<file path="config.mk">
export PLATFORM = sky130hd
export DESIGN_NAME = can_firmware_update_receiver_flat
export DESIGN_NICKNAME = d
export VERILOG_FILES = /design/src/cfwu_pkg.sv /design/src/cfwu_frame_if.sv /design/src/cfwu_result_if.sv /design/src/can_firmware_update_receiver.sv /design/src/flat_wrapper.sv
export SDC_FILE = /design/constraint.sdc
export NUM_CORES = 1
export LEC_CHECK = 0
export BUFFER_PORTS_ARGS = -buffer_cell sky130_fd_sc_hd__buf_2
export CAP_MARGIN = 20
export CORE_MARGIN = 2
export CORE_UTILIZATION = 55
export DETAILED_ROUTE_END_ITERATION = 12
export PLACE_DENSITY = 0.78
export SYNTH_ARGS = -nofsm -noshare
export SYNTH_HDL_FRONTEND = slang
export SYNTH_SLANG_ARGS = --single-unit
</file>
<file path="constraint.sdc">
create_clock -name i_clk -period 19.6 [get_ports i_clk]
set_input_delay 1.96 -clock i_clk [delete_from_list [all_inputs] [get_ports i_clk]]
set_output_delay 1.96 -clock i_clk [all_outputs]
set_load 0.05 [all_outputs]
</file>
<file path="src/cfwu_pkg.sv">
// Shared types and constants of the CAN firmware update receiver.
package cfwu_pkg;

    localparam logic [3:0] CMD_UPDATE = 4'hc;
    localparam logic [7:0] ERR_BYTE   = 8'hee;
    localparam logic [6:0] NODE_RESET = 7'h7f;

    localparam logic [3:0] CH_CONNECT = 4'd0;
    localparam logic [3:0] CH_PAGE    = 4'd1;
    localparam logic [3:0] CH_DATA    = 4'd2;
    localparam logic [3:0] CH_END     = 4'd3;
    localparam logic [3:0] CH_DONE    = 4'd4;

    localparam logic [1:0] KIND_BUF_WRITE = 2'd0;
    localparam logic [1:0] KIND_TRANSMIT  = 2'd1;
    localparam logic [1:0] KIND_COMMIT    = 2'd2;

    localparam logic [1:0] PH_WAITING = 2'd0;
    localparam logic [1:0] PH_STARTED = 2'd1;
    localparam logic [1:0] PH_DONE    = 2'd2;

    typedef struct packed {
        logic [1:0]  kind;
        logic [28:0] tx_ext_id;
        logic        tx_dlc;
        logic [7:0]  tx_byte;
        logic [6:0]  buf_slot;
        logic [63:0] buf_word;
        logic [31:0] commit_addr;
        logic [1:0]  update_phase;
        logic        last;
    } t_result;

    typedef struct packed {
        logic        is_extended;
        logic        is_data_frame;
        logic [28:0] ext_id;
        logic [3:0]  dlc;
        logic [63:0] payload;
    } t_frame;

endpackage

</file>
<file path="src/cfwu_frame_if.sv">
// Handshake channel that carries received CAN frames.
interface cfwu_frame_if;
    logic        valid;
    logic        ready;
    logic        is_extended;
    logic        is_data_frame;
    logic [28:0] ext_id;
    logic [3:0]  dlc;
    logic [63:0] payload;

    modport source (
        output valid, is_extended, is_data_frame, ext_id, dlc, payload,
        input  ready
    );
    modport sink (
        input  valid, is_extended, is_data_frame, ext_id, dlc, payload,
        output ready
    );
endinterface

</file>
<file path="src/cfwu_result_if.sv">
// Handshake channel that carries result words of the update receiver.
interface cfwu_result_if;
    logic        valid;
    logic        ready;
    logic [1:0]  kind;
    logic [28:0] tx_ext_id;
    logic        tx_dlc;
    logic [7:0]  tx_byte;
    logic [6:0]  buf_slot;
    logic [63:0] buf_word;
    logic [31:0] commit_addr;
    logic [1:0]  update_phase;
    logic        last;

    modport source (
        output valid, kind, tx_ext_id, tx_dlc, tx_byte, buf_slot, buf_word,
               commit_addr, update_phase, last,
        input  ready
    );
    modport sink (
        input  valid, kind, tx_ext_id, tx_dlc, tx_byte, buf_slot, buf_word,
               commit_addr, update_phase, last,
        output ready
    );
endinterface

</file>
<file path="src/can_firmware_update_receiver.sv">
// Top level of the CAN firmware update receiver.
//
//   channel    direction  word
//   i_frame    in         one received CAN frame (flags, 29-bit id, dlc, payload)
//   o_result   out        one result: buffer word write, reply frame or page commit
//   i_cfg_*    in         write of the application base address
//
// A frame is taken into an input register and handled from there, with the
// result word loaded into the output register, so one frame per cycle is
// sustained while the output is not stalled. A page end that commits yields
// two words (commit, then acknowledge) through the single output register and
// so holds the input register until the acknowledge is loaded into the output
// register. Frames that cause no word leave even while the output is stalled.
// Reset is synchronous and active low; it restores node address 127, phase waiting and zero counts.
module can_firmware_update_receiver (
    input  logic                  i_clk,
    input  logic                  i_rst_n,
    input  logic                  i_cfg_wr_en,
    input  logic [31:0]           i_cfg_wr_data,
    cfwu_frame_if.sink            i_frame,
    cfwu_result_if.source         o_result
);

    // Input register holding the frame under work.
    logic                   r_in_valid;
    cfwu_pkg::t_frame       r_in;

    // Output register holding the word on offer.
    logic                   r_out_valid;
    cfwu_pkg::t_result      r_out;

    // Set while the acknowledge that follows a commit is still to be sent.
    logic                   r_sub;

    // Update state.
    logic [31:0]            r_app_base;
    logic [6:0]             r_node_addr,  n_node_addr;
    logic [31:0]            r_page_addr,  n_page_addr;
    logic [31:0]            r_last_wr,    n_last_wr;
    logic [7:0]             r_frame_cnt,  n_frame_cnt;
    logic [15:0]            r_page_sum,   n_page_sum;
    logic [1:0]             r_phase,      n_phase;

    // Work of the current cycle.
    cfwu_pkg::t_result      w_res;
    logic                   w_emit;     // a word is produced this cycle
    logic                   w_split;    // a second word still follows
    logic                   w_go;
    logic                   w_done;
    logic                   w_out_free;
    logic                   w_in_ready;

    logic [6:0]             w_slot;
    logic [3:0]             w_chan;
    logic [6:0]             w_dst;
    logic [3:0]             w_cmd;
    logic                   w_act;
    logic [10:0]            w_byte_sum;
    logic                   w_good;
    logic                   w_commit;

    assign w_slot = r_in.ext_id[6:0];
    assign w_chan = r_in.ext_id[10:7];
    assign w_dst  = r_in.ext_id[17:11];
    assign w_cmd  = r_in.ext_id[21:18];
    assign w_act  = r_in.is_extended && r_in.is_data_frame &&
                    (w_cmd == cfwu_pkg::CMD_UPDATE);

    // Sum of the eight payload bytes; eight narrow adds.
    always_comb begin
        w_byte_sum = '0;
        for (int k = 0; k < 8; k++) begin
            w_byte_sum = w_byte_sum + {3'b000, r_in.payload[8*k +: 8]};
        end
    end

    // Page end checks: checksum in bytes 2 and 3, frame count in byte 1.
    assign w_good   = (r_in.payload[47:32] == r_page_sum) &&
                      (r_in.payload[55:48] == r_frame_cnt);
    assign w_commit = (r_page_addr > r_last_wr) && (r_page_addr >= r_app_base);

    always_comb begin
        n_node_addr = r_node_addr;
        n_page_addr = r_page_addr;
        n_last_wr   = r_last_wr;
        n_frame_cnt = r_frame_cnt;
        n_page_sum  = r_page_sum;
        n_phase     = r_phase;
        w_emit      = 1'b0;
        w_split     = 1'b0;
        w_res       = '0;

        if (r_sub) begin
            // Acknowledge after a commit; the state was updated with the commit.
            w_emit       = 1'b1;
            w_res.kind   = cfwu_pkg::KIND_TRANSMIT;
            w_res.last   = 1'b1;
        end else if (w_act) begin
            case (w_chan)
                cfwu_pkg::CH_CONNECT: begin
                    n_node_addr = w_dst;
                    n_last_wr   = '0;
                    n_phase     = cfwu_pkg::PH_STARTED;
                    w_emit      = 1'b1;
                    w_res.kind  = cfwu_pkg::KIND_TRANSMIT;
                    w_res.last  = 1'b1;
                end
                cfwu_pkg::CH_PAGE: begin
                    n_page_addr = r_in.payload[63:32];
                    n_frame_cnt = '0;
                    n_page_sum  = '0;
                    w_emit      = 1'b1;
                    w_res.kind  = cfwu_pkg::KIND_TRANSMIT;
                    w_res.last  = 1'b1;
                end
                cfwu_pkg::CH_DATA: begin
                    n_page_sum     = r_page_sum + {5'b00000, w_byte_sum};
                    n_frame_cnt    = r_frame_cnt + 8'd1;
                    w_emit         = 1'b1;
                    w_res.kind     = cfwu_pkg::KIND_BUF_WRITE;
                    w_res.buf_slot = w_slot;
                    w_res.buf_word = r_in.payload;
                    w_res.last     = 1'b1;
                end
                cfwu_pkg::CH_END: begin
                    if (r_frame_cnt != '0) begin
                        w_emit = 1'b1;
                        if (w_good && w_commit) begin
                            n_last_wr         = r_page_addr;
                            w_split           = 1'b1;
                            w_res.kind        = cfwu_pkg::KIND_COMMIT;
                            w_res.commit_addr = r_page_addr;
                        end else if (w_good) begin
                            w_res.kind = cfwu_pkg::KIND_TRANSMIT;
                            w_res.last = 1'b1;
                        end else begin
                            w_res.kind    = cfwu_pkg::KIND_TRANSMIT;
                            w_res.tx_dlc  = 1'b1;
                            w_res.tx_byte = cfwu_pkg::ERR_BYTE;
                            w_res.last    = 1'b1;
                        end
                    end
                end
                cfwu_pkg::CH_DONE: begin
                    n_phase    = cfwu_pkg::PH_DONE;
                    w_emit     = 1'b1;
                    w_res.kind = cfwu_pkg::KIND_TRANSMIT;
                    w_res.last = 1'b1;
                end
                default: begin
                    w_emit = 1'b0;
                end
            endcase
        end

        // Reply id: own node address, same command, destination 0, same
        // channel and slot. The connect reply already carries the new address.
        if (w_res.kind == cfwu_pkg::KIND_TRANSMIT) begin
            w_res.tx_ext_id = {n_node_addr, cfwu_pkg::CMD_UPDATE, 7'd0, w_chan, w_slot};
        end
        w_res.update_phase = n_phase;
    end

    // A frame moves on when its word fits in the output register; a frame
    // that yields nothing never waits for the output.
    assign w_out_free = !r_out_valid || o_result.ready;
    assign w_go       = r_in_valid && (!w_emit || w_out_free);
    assign w_done     = w_go && !w_split;
    assign w_in_ready = !r_in_valid || w_done;

    assign i_frame.ready = w_in_ready;

    always_ff @(posedge i_clk) begin
        if (!i_rst_n) begin
            r_in_valid  <= 1'b0;
            r_out_valid <= 1'b0;
            r_sub       <= 1'b0;
            r_app_base  <= '0;
            r_node_addr <= cfwu_pkg::NODE_RESET;
            r_page_addr <= '0;
            r_last_wr   <= '0;
            r_frame_cnt <= '0;
            r_page_sum  <= '0;
            r_phase     <= cfwu_pkg::PH_WAITING;
        end else begin
            if (i_cfg_wr_en) begin
                r_app_base <= i_cfg_wr_data;
            end
            if (w_in_ready) begin
                r_in_valid <= i_frame.valid;
            end
            if (w_go) begin
                r_sub       <= w_split;
                r_node_addr <= n_node_addr;
                r_page_addr <= n_page_addr;
                r_last_wr   <= n_last_wr;
                r_frame_cnt <= n_frame_cnt;
                r_page_sum  <= n_page_sum;
                r_phase     <= n_phase;
            end
            if (w_go && w_emit) begin
                r_out_valid <= 1'b1;
            end else if (o_result.ready) begin
                r_out_valid <= 1'b0;
            end
        end
    end

    // Payload registers.
    always_ff @(posedge i_clk) begin
        if (w_in_ready) begin
            r_in.is_extended   <= i_frame.is_extended;
            r_in.is_data_frame <= i_frame.is_data_frame;
            r_in.ext_id        <= i_frame.ext_id;
            r_in.dlc           <= i_frame.dlc;
            r_in.payload       <= i_frame.payload;
        end
        if (w_go && w_emit) begin
            r_out <= w_res;
        end
    end

    assign o_result.valid        = r_out_valid;
    assign o_result.kind         = r_out.kind;
    assign o_result.tx_ext_id    = r_out.tx_ext_id;
    assign o_result.tx_dlc       = r_out.tx_dlc;
    assign o_result.tx_byte      = r_out.tx_byte;
    assign o_result.buf_slot     = r_out.buf_slot;
    assign o_result.buf_word     = r_out.buf_word;
    assign o_result.commit_addr  = r_out.commit_addr;
    assign o_result.update_phase = r_out.update_phase;
    assign o_result.last         = r_out.last;

endmodule
</file>
<file path="src/flat_wrapper.sv">
// flat-port wrapper written by rule: the top's interface ports become plain ports
module can_firmware_update_receiver_flat 
  (i_clk, i_rst_n, i_cfg_wr_en, i_cfg_wr_data, i_frame_valid, i_frame_is_extended, i_frame_is_data_frame, i_frame_ext_id, i_frame_dlc, i_frame_payload, i_frame_ready, o_result_valid, o_result_kind, o_result_tx_ext_id, o_result_tx_dlc, o_result_tx_byte, o_result_buf_slot, o_result_buf_word, o_result_commit_addr, o_result_update_phase, o_result_last, o_result_ready);
  cfwu_frame_if i_frame_i ();
  cfwu_result_if o_result_i ();
  input  logic i_clk;
  input  logic i_rst_n;
  input  logic i_cfg_wr_en;
  input  logic [31:0] i_cfg_wr_data;
  input wire logic [$bits(i_frame_i.valid)-1:0] i_frame_valid;
  input wire logic [$bits(i_frame_i.is_extended)-1:0] i_frame_is_extended;
  input wire logic [$bits(i_frame_i.is_data_frame)-1:0] i_frame_is_data_frame;
  input wire logic [$bits(i_frame_i.ext_id)-1:0] i_frame_ext_id;
  input wire logic [$bits(i_frame_i.dlc)-1:0] i_frame_dlc;
  input wire logic [$bits(i_frame_i.payload)-1:0] i_frame_payload;
  output wire logic [$bits(i_frame_i.ready)-1:0] i_frame_ready;
  output wire logic [$bits(o_result_i.valid)-1:0] o_result_valid;
  output wire logic [$bits(o_result_i.kind)-1:0] o_result_kind;
  output wire logic [$bits(o_result_i.tx_ext_id)-1:0] o_result_tx_ext_id;
  output wire logic [$bits(o_result_i.tx_dlc)-1:0] o_result_tx_dlc;
  output wire logic [$bits(o_result_i.tx_byte)-1:0] o_result_tx_byte;
  output wire logic [$bits(o_result_i.buf_slot)-1:0] o_result_buf_slot;
  output wire logic [$bits(o_result_i.buf_word)-1:0] o_result_buf_word;
  output wire logic [$bits(o_result_i.commit_addr)-1:0] o_result_commit_addr;
  output wire logic [$bits(o_result_i.update_phase)-1:0] o_result_update_phase;
  output wire logic [$bits(o_result_i.last)-1:0] o_result_last;
  input wire logic [$bits(o_result_i.ready)-1:0] o_result_ready;
  assign i_frame_i.valid = i_frame_valid;
  assign i_frame_i.is_extended = i_frame_is_extended;
  assign i_frame_i.is_data_frame = i_frame_is_data_frame;
  assign i_frame_i.ext_id = i_frame_ext_id;
  assign i_frame_i.dlc = i_frame_dlc;
  assign i_frame_i.payload = i_frame_payload;
  assign i_frame_ready = i_frame_i.ready;
  assign o_result_valid = o_result_i.valid;
  assign o_result_kind = o_result_i.kind;
  assign o_result_tx_ext_id = o_result_i.tx_ext_id;
  assign o_result_tx_dlc = o_result_i.tx_dlc;
  assign o_result_tx_byte = o_result_i.tx_byte;
  assign o_result_buf_slot = o_result_i.buf_slot;
  assign o_result_buf_word = o_result_i.buf_word;
  assign o_result_commit_addr = o_result_i.commit_addr;
  assign o_result_update_phase = o_result_i.update_phase;
  assign o_result_last = o_result_i.last;
  assign o_result_i.ready = o_result_ready;
  can_firmware_update_receiver u_core (.i_clk(i_clk), .i_rst_n(i_rst_n), .i_cfg_wr_en(i_cfg_wr_en), .i_cfg_wr_data(i_cfg_wr_data), .i_frame(i_frame_i), .o_result(o_result_i));
endmodule
</file>
Yosys cells after proc, flatten, opt, wreduce, memory -nomap -nowiden
Cells that the tools add are included.
{ "classes": {"add_sub_neg": 9, "n_mul": 0, "n_div": 0, "magnitude_cmp": 2, "eq_ne": 10, "shifts": 0, "mux": 33, "n_bitwise": 6, "n_reduce_logical": 28} }
{ "op_table": {"columns": ["operator", "count"], "rows": [
  ["$add A11 B8 Y11", 6],
  ["$mux W32", 2],
  ["$pmux W32 S2", 1],
  ["$ge A32 B32 Y1", 1],
  ["$gt A32 B32 Y1", 1],
  ["$pmux W16 S2", 1],
  ["$mux W22", 1],
  ["$mux W7", 3],
  ["$add A16 B11 Y16", 1],
  ["$eq A16 B16 Y1", 1],
  ["$pmux W8 S2", 1],
  ["$mux W1", 13],
  ["$mux W2", 6],
  ["$reduce_or A5 Y1", 2],
  ["$add A8 B8 Y9", 1],
  ["$mux W9", 1],
  ["$add A8 B1 Y8 const B", 1],
  ["$eq A4 B2 Y1 const B", 2],
  ["$eq A8 B8 Y1", 1],
  ["$logic_and A1 B1 Y1", 8],
  ["$pmux W2 S2", 2],
  ["$reduce_and A4 Y1", 2],
  ["$reduce_bool A8 Y1", 1],
  ["$not A1 Y1", 6],
  ["other kinds (13)", 23]
]} }
{ "totals": {"ff_bits": 366, "latch_bits": 0, "mem_bits_rw": 0, "rom_bits": 0, "input_bits": 136, "wordCells": 112, "mem_count": 0} }

Longest topological paths before layout
{ "depth": {"depth_word": 11, "ltp_mapped": 29} }

Least setup slack after synthesis
OpenSTA, ideal clock, no wires.
{ "synth_timing": {"path_kind": "in2out", "startpoint": "input port o_result_ready", "endpoint": "output port i_frame_ready", "t_arrival_ns": 9.666, "setup_slack_ns": 7.974, "path_stages": 5, "path_cell_list": "nor2b_1 -> nand2_1 -> and2_1 -> nand2_1 -> o21ai_0"} }
{ "synth_via": {"elab_chain_len": 5} }
{ "synth_rtl": {"columns": ["element", "line", "text"], "rows": [
  ["start: declaration", "flat_wrapper.sv:27", "input wire logic [$bits(o_result_i.ready)-1:0] o_result_ready;"],
  ["$logic_or A1 B1 Y1", "can_firmware_update_receiver.sv:166", "assign w_out_free = !r_out_valid || o_result.ready;"],
  ["$logic_or A1 B1 Y1", "can_firmware_update_receiver.sv:167", "assign w_go = r_in_valid && (!w_emit || w_out_free);"],
  ["$logic_and A1 B1 Y1", "can_firmware_update_receiver.sv:167", null],
  ["$logic_and A1 B1 Y1", "can_firmware_update_receiver.sv:168", "assign w_done = w_go && !w_split;"],
  ["$logic_or A1 B1 Y1", "can_firmware_update_receiver.sv:169", "assign w_in_ready = !r_in_valid || w_done;"],
  ["end: declaration", "flat_wrapper.sv:16", "output wire logic [$bits(i_frame_i.ready)-1:0] i_frame_ready;"]
]} }
Every way passes these cells.

Final worst setup path
{ "layout_timing": {"startpoint": "register u_core.r_in[9] (netlist bit)", "endpoint": "register u_core.r_page_sum[14]"} }
{ "layout_via": {"elab_chain_len": 9} }
{ "layout_rtl": {"columns": ["element", "line", "text"], "rows": [
  ["start: declaration", "can_firmware_update_receiver.sv:26", "cfwu_pkg::t_frame r_in;"],
  ["$add A8 B8 Y9", "can_firmware_update_receiver.sv:73", "w_byte_sum = w_byte_sum + {3'b000, r_in.payload[8*k +: 8]};"],
  ["$add A11 B8 Y11 (6 in a row)", "can_firmware_update_receiver.sv:73", null],
  ["$add A16 B11 Y16", "can_firmware_update_receiver.sv:117", "n_page_sum = r_page_sum + {5'b00000, w_byte_sum};"],
  ["$pmux W16 S2", "can_firmware_update_receiver.sv:99", "case (w_chan)"],
  ["end signal: assignment", "can_firmware_update_receiver.sv:198", "r_page_sum <= n_page_sum;"],
  ["end: declaration", "can_firmware_update_receiver.sv:41", "logic [15:0] r_page_sum, n_page_sum;"]
]} }
Every way passes these cells.
A chain may end at the register's enable or synchronous reset.

==> results.cfg <==
[route]
drt-total-wl_um = 37700
wl_met1_um = 15500
routed.top_layer = met4
wire_per_inst_um = 18.3
drt_iter0_drc = 872
post-route-drc-count = 0
vias = 11200
wl_met2_um = 18500
vias_per_cell = 5.42
dr_wl_met3_um = 2050
postRouteAntennaNets = 0
dr.pass1.iters = 5

[die]
ioPinCount = 284
initial_core_util_pct = 55.5
die_h_um = 176
die_area_um2 = 31000
coreArea_um2 = 29400
rows = 63
dieWidth_um = 176

[global_routing]
grt_max_degree = 81
antenna_found_initial = 5
gr-total-overflow = 0
grt_pass1_wl_um = 58500
track_usage_pct = 24.3
first_global_vias = 11000

[hold_path]
min_path_type = reg -> reg
min_path_cells = 1
holdCritStartpoint = u_core.r_last_wr[28]$_SDFFE_PN0P_
min_to = u_core.r_last_wr[28]$_SDFFE_PN0P_

[placement]
place_congestion = 0.913
place_inst = 1987
place_hpwl_um = 26300
io_buffers = 261

[pwr]
p_comb_share_pct = 36.2
power_mw = 2.32
sequentialPowerShare_pct = 35.1
powerDensity_nw_per_um2 = 122
internal_power_mw = 1.56
p_leak_nw = 8.45
p_sw_mw = 0.765
p_sw_share_pct = 32.9
ir_drop_mv = 0.161
power_frac_clock_pct = 28.7

[sta]
setup_viol = 0
max_slew.worst_pin.slew_ns = 1.03
finalMaxSlewViolations = 0
whs_ns = 0.473
finalHoldViolations = 0
fin_crit_ns = 6.69
rsz0062_at_grt = false
fin_skew_ns = 0.0210
setup_tns_ns = 0
fin_crit_sh_pct = 34.1
relSlewSlack_pct = 31.1
max_freq_mhz = 150

[clock_tree]
cts.clk_slew.worst_paths_ns = 0.06
hold_buffers = 0
htree_num_levels = 2
cts.sinks = 348
clock_latency_ns = 0.52
root_buffer = clkbuf_16
postCtsSetupBuffers = 0
cts_buffer_depth = 3
cts_tree = built
cts-buffers-inserted = 37
cts-resized-gates = 0

[critical_path]
rrSetupSlack_ns = 12.91
path_max_fanout = 5
cp-start-kind = flip-flop
worst_r2r_endpoint = u_core.r_page_sum[14]$_SDFFE_PN0P_
critPathRequiredTime_ns = 19.98
reg2regPathDepth = 25
crit_start = u_core.r_in[9]$_DFFE_PP_
critPathKind = reg -> reg
arrival_ns = 7.07
r2r_start = u_core.r_in[9]$_DFFE_PP_
end_kind = flip-flop

[cells_and_area]
final_cell_mix = 261 x buf_2, 216 x edfxtp_1, 141 x inv_1
filler_cell_count = 2200
nNetsFinal = 1914
final_util_pct = 64.9
drive_gt1_share_pct = 20.9
multi_input_area_um2 = 6350
syn_to_final_growth_pct = 17.1
instances_no_fill = 2061
ff_latch_area_um2 = 9130
layout_commonest_cell = buf_2

[yosys]
synth_seq_cells = 348
ys.flop_type = edfxtp_1
syn_area_um2 = 16300
synth_top_area_share_pct = 39.8
syn_inst = 1383
synth.distinct_cells = 63
ys_seq_area_share_pct = 56.0
synth_edf_count = 216
async_flop_share_pct = 0
synth_top_area_cell = edfxtp_1
yosys_warnings = 0
avgSynthCellArea_um2 = 11.8
synthTopCellsByArea = edfxtp_1 40%, dfxtp_1 16%, ha_1 7.7%

[outcome]
status = complete, no violations

[job]
max-cap-violations = 0
==> critical path, cell delays in order, from the launching register on <==
cell	delay, ns
edfxtp_1	0.41
ha_1	0.28
a21o_1	0.17
a21oi_1	0.23
o21ai_0	0.12
a21oi_1	0.28
o21ai_0	0.19
xor2_1	0.20
fa_1	0.50
inv_1	0.06
fa_1	0.51
fa_1	0.51
fa_1	0.51
inv_1	0.04
ha_1	0.34
a21oi_1	0.15
o21ai_0	0.14
a21o_1	0.20
a21oi_1	0.17
xnor2_1	0.15
ha_1	0.32
and4_1	0.23
a211oi_1	0.50
nor3_1	0.13
xnor2_1	0.16
nor2_1	0.05
==> cell families (layout without fill, tap and decap cells) <==
logic type | Yosys count | count (layout) | share of synthesized area [%]
buf+inv | 210 | 483 | 5.53
fa+ha+maj | 142 | 142 | 12.7
compound gates | 202 | 202 | 8.18
other cells | 1 | 16 | 0.0230
mux | 41 | 41 | 2.52
flops | 348 | 348 | 56.0
simple gates | 382 | 382 | 12.0
xor+xnor | 57 | 57 | 3.06
==> final cells by class <==
cell class / count / area share, %
Tap cell: 390 / 2.56
Clock buffer: 51 / 5.66
Antenna cell: 5 / 0.0655
Sequential cell: 348 / 47.8
Multi-Input combinational cell: 835 / 33.3
Clock inverter: 17 / 0.432
Inverter: 142 / 2.79
Timing Repair Buffer: 273 / 7.42
==> registers in the layout, summed over array words and instances (netlist names), 2 cells and up <==
signal,count
u_core.r_in,88
u_core.o_result.buf_word,64
u_core.o_result.commit_addr,32
u_core.r_app_base,32
u_core.r_last_wr,32
u_core.r_page_addr,32
u_core.o_result.tx_ext_id,19
u_core.r_page_sum,16
u_core.r_frame_cnt,8
u_core.o_result.buf_slot,7
u_core.r_node_addr,7
u_core.o_result.kind,2
u_core.o_result.update_phase,2
u_core.r_phase,2
==> how the worst max path moves through the flow <==
stage | to | slack (ns)
floorplan | i_frame_ready | 7.97
global route | u_core.r_page_sum[14]$_SDFFE_PN0P_ | 12.56
detailed placement | u_core.r_page_sum[14]$_SDFFE_PN0P_ | 12.96
finish | u_core.r_page_sum[14]$_SDFFE_PN0P_ | 12.91
global placement | u_core.r_page_sum[14]$_SDFFE_PN0P_ | 13.20
CTS | u_core.r_page_sum[14]$_SDFFE_PN0P_ | 12.93
==> per-layer routing <==
layer,global-route usage [%],vias up
li1,-,5282
met1,31.1,5397
met2,41.2,396
met3,3.77,104
met4,10.2,0
met5,0,-
==> cells in the mapped netlist (31+ instances only) <==
master    count
dfxtp_1     132
nor2_1       77
a21oi_1      84
inv_1       141
and2_1      100
clkbuf_1     31
fa_1         40
edfxtp_1    216
a22o_1       31
ha_1        101
mux2i_1      40
nand2_1     108
xnor2_1      32
==> metrics by stage <==
step | setup slack (ns) | cell area [um^2]
2_1_floorplan | 7.97 | 16300
3_3_place_gp | 13.20 | 17900
3_5_place_dp | 12.96 | 17900
4_1_cts | 12.93 | 19100
5_1_grt | 12.56 | 19100
6_report | 12.91 | 19100
==> power groups by stage <==
stage / clock network (mW) / registers (mW) / logic [mW]
final: 0.665 / 0.815 / 0.841
after CTS: 0.675 / 0.814 / 0.839
after global placement: 0 / 0.829 / 0.793
after global routing: 0.700 / 0.817 / 0.962
after floorplan: 0 / 0.823 / 0.679
after detailed placement: 0 / 0.830 / 0.827
(Power assumes the default switching activity.)
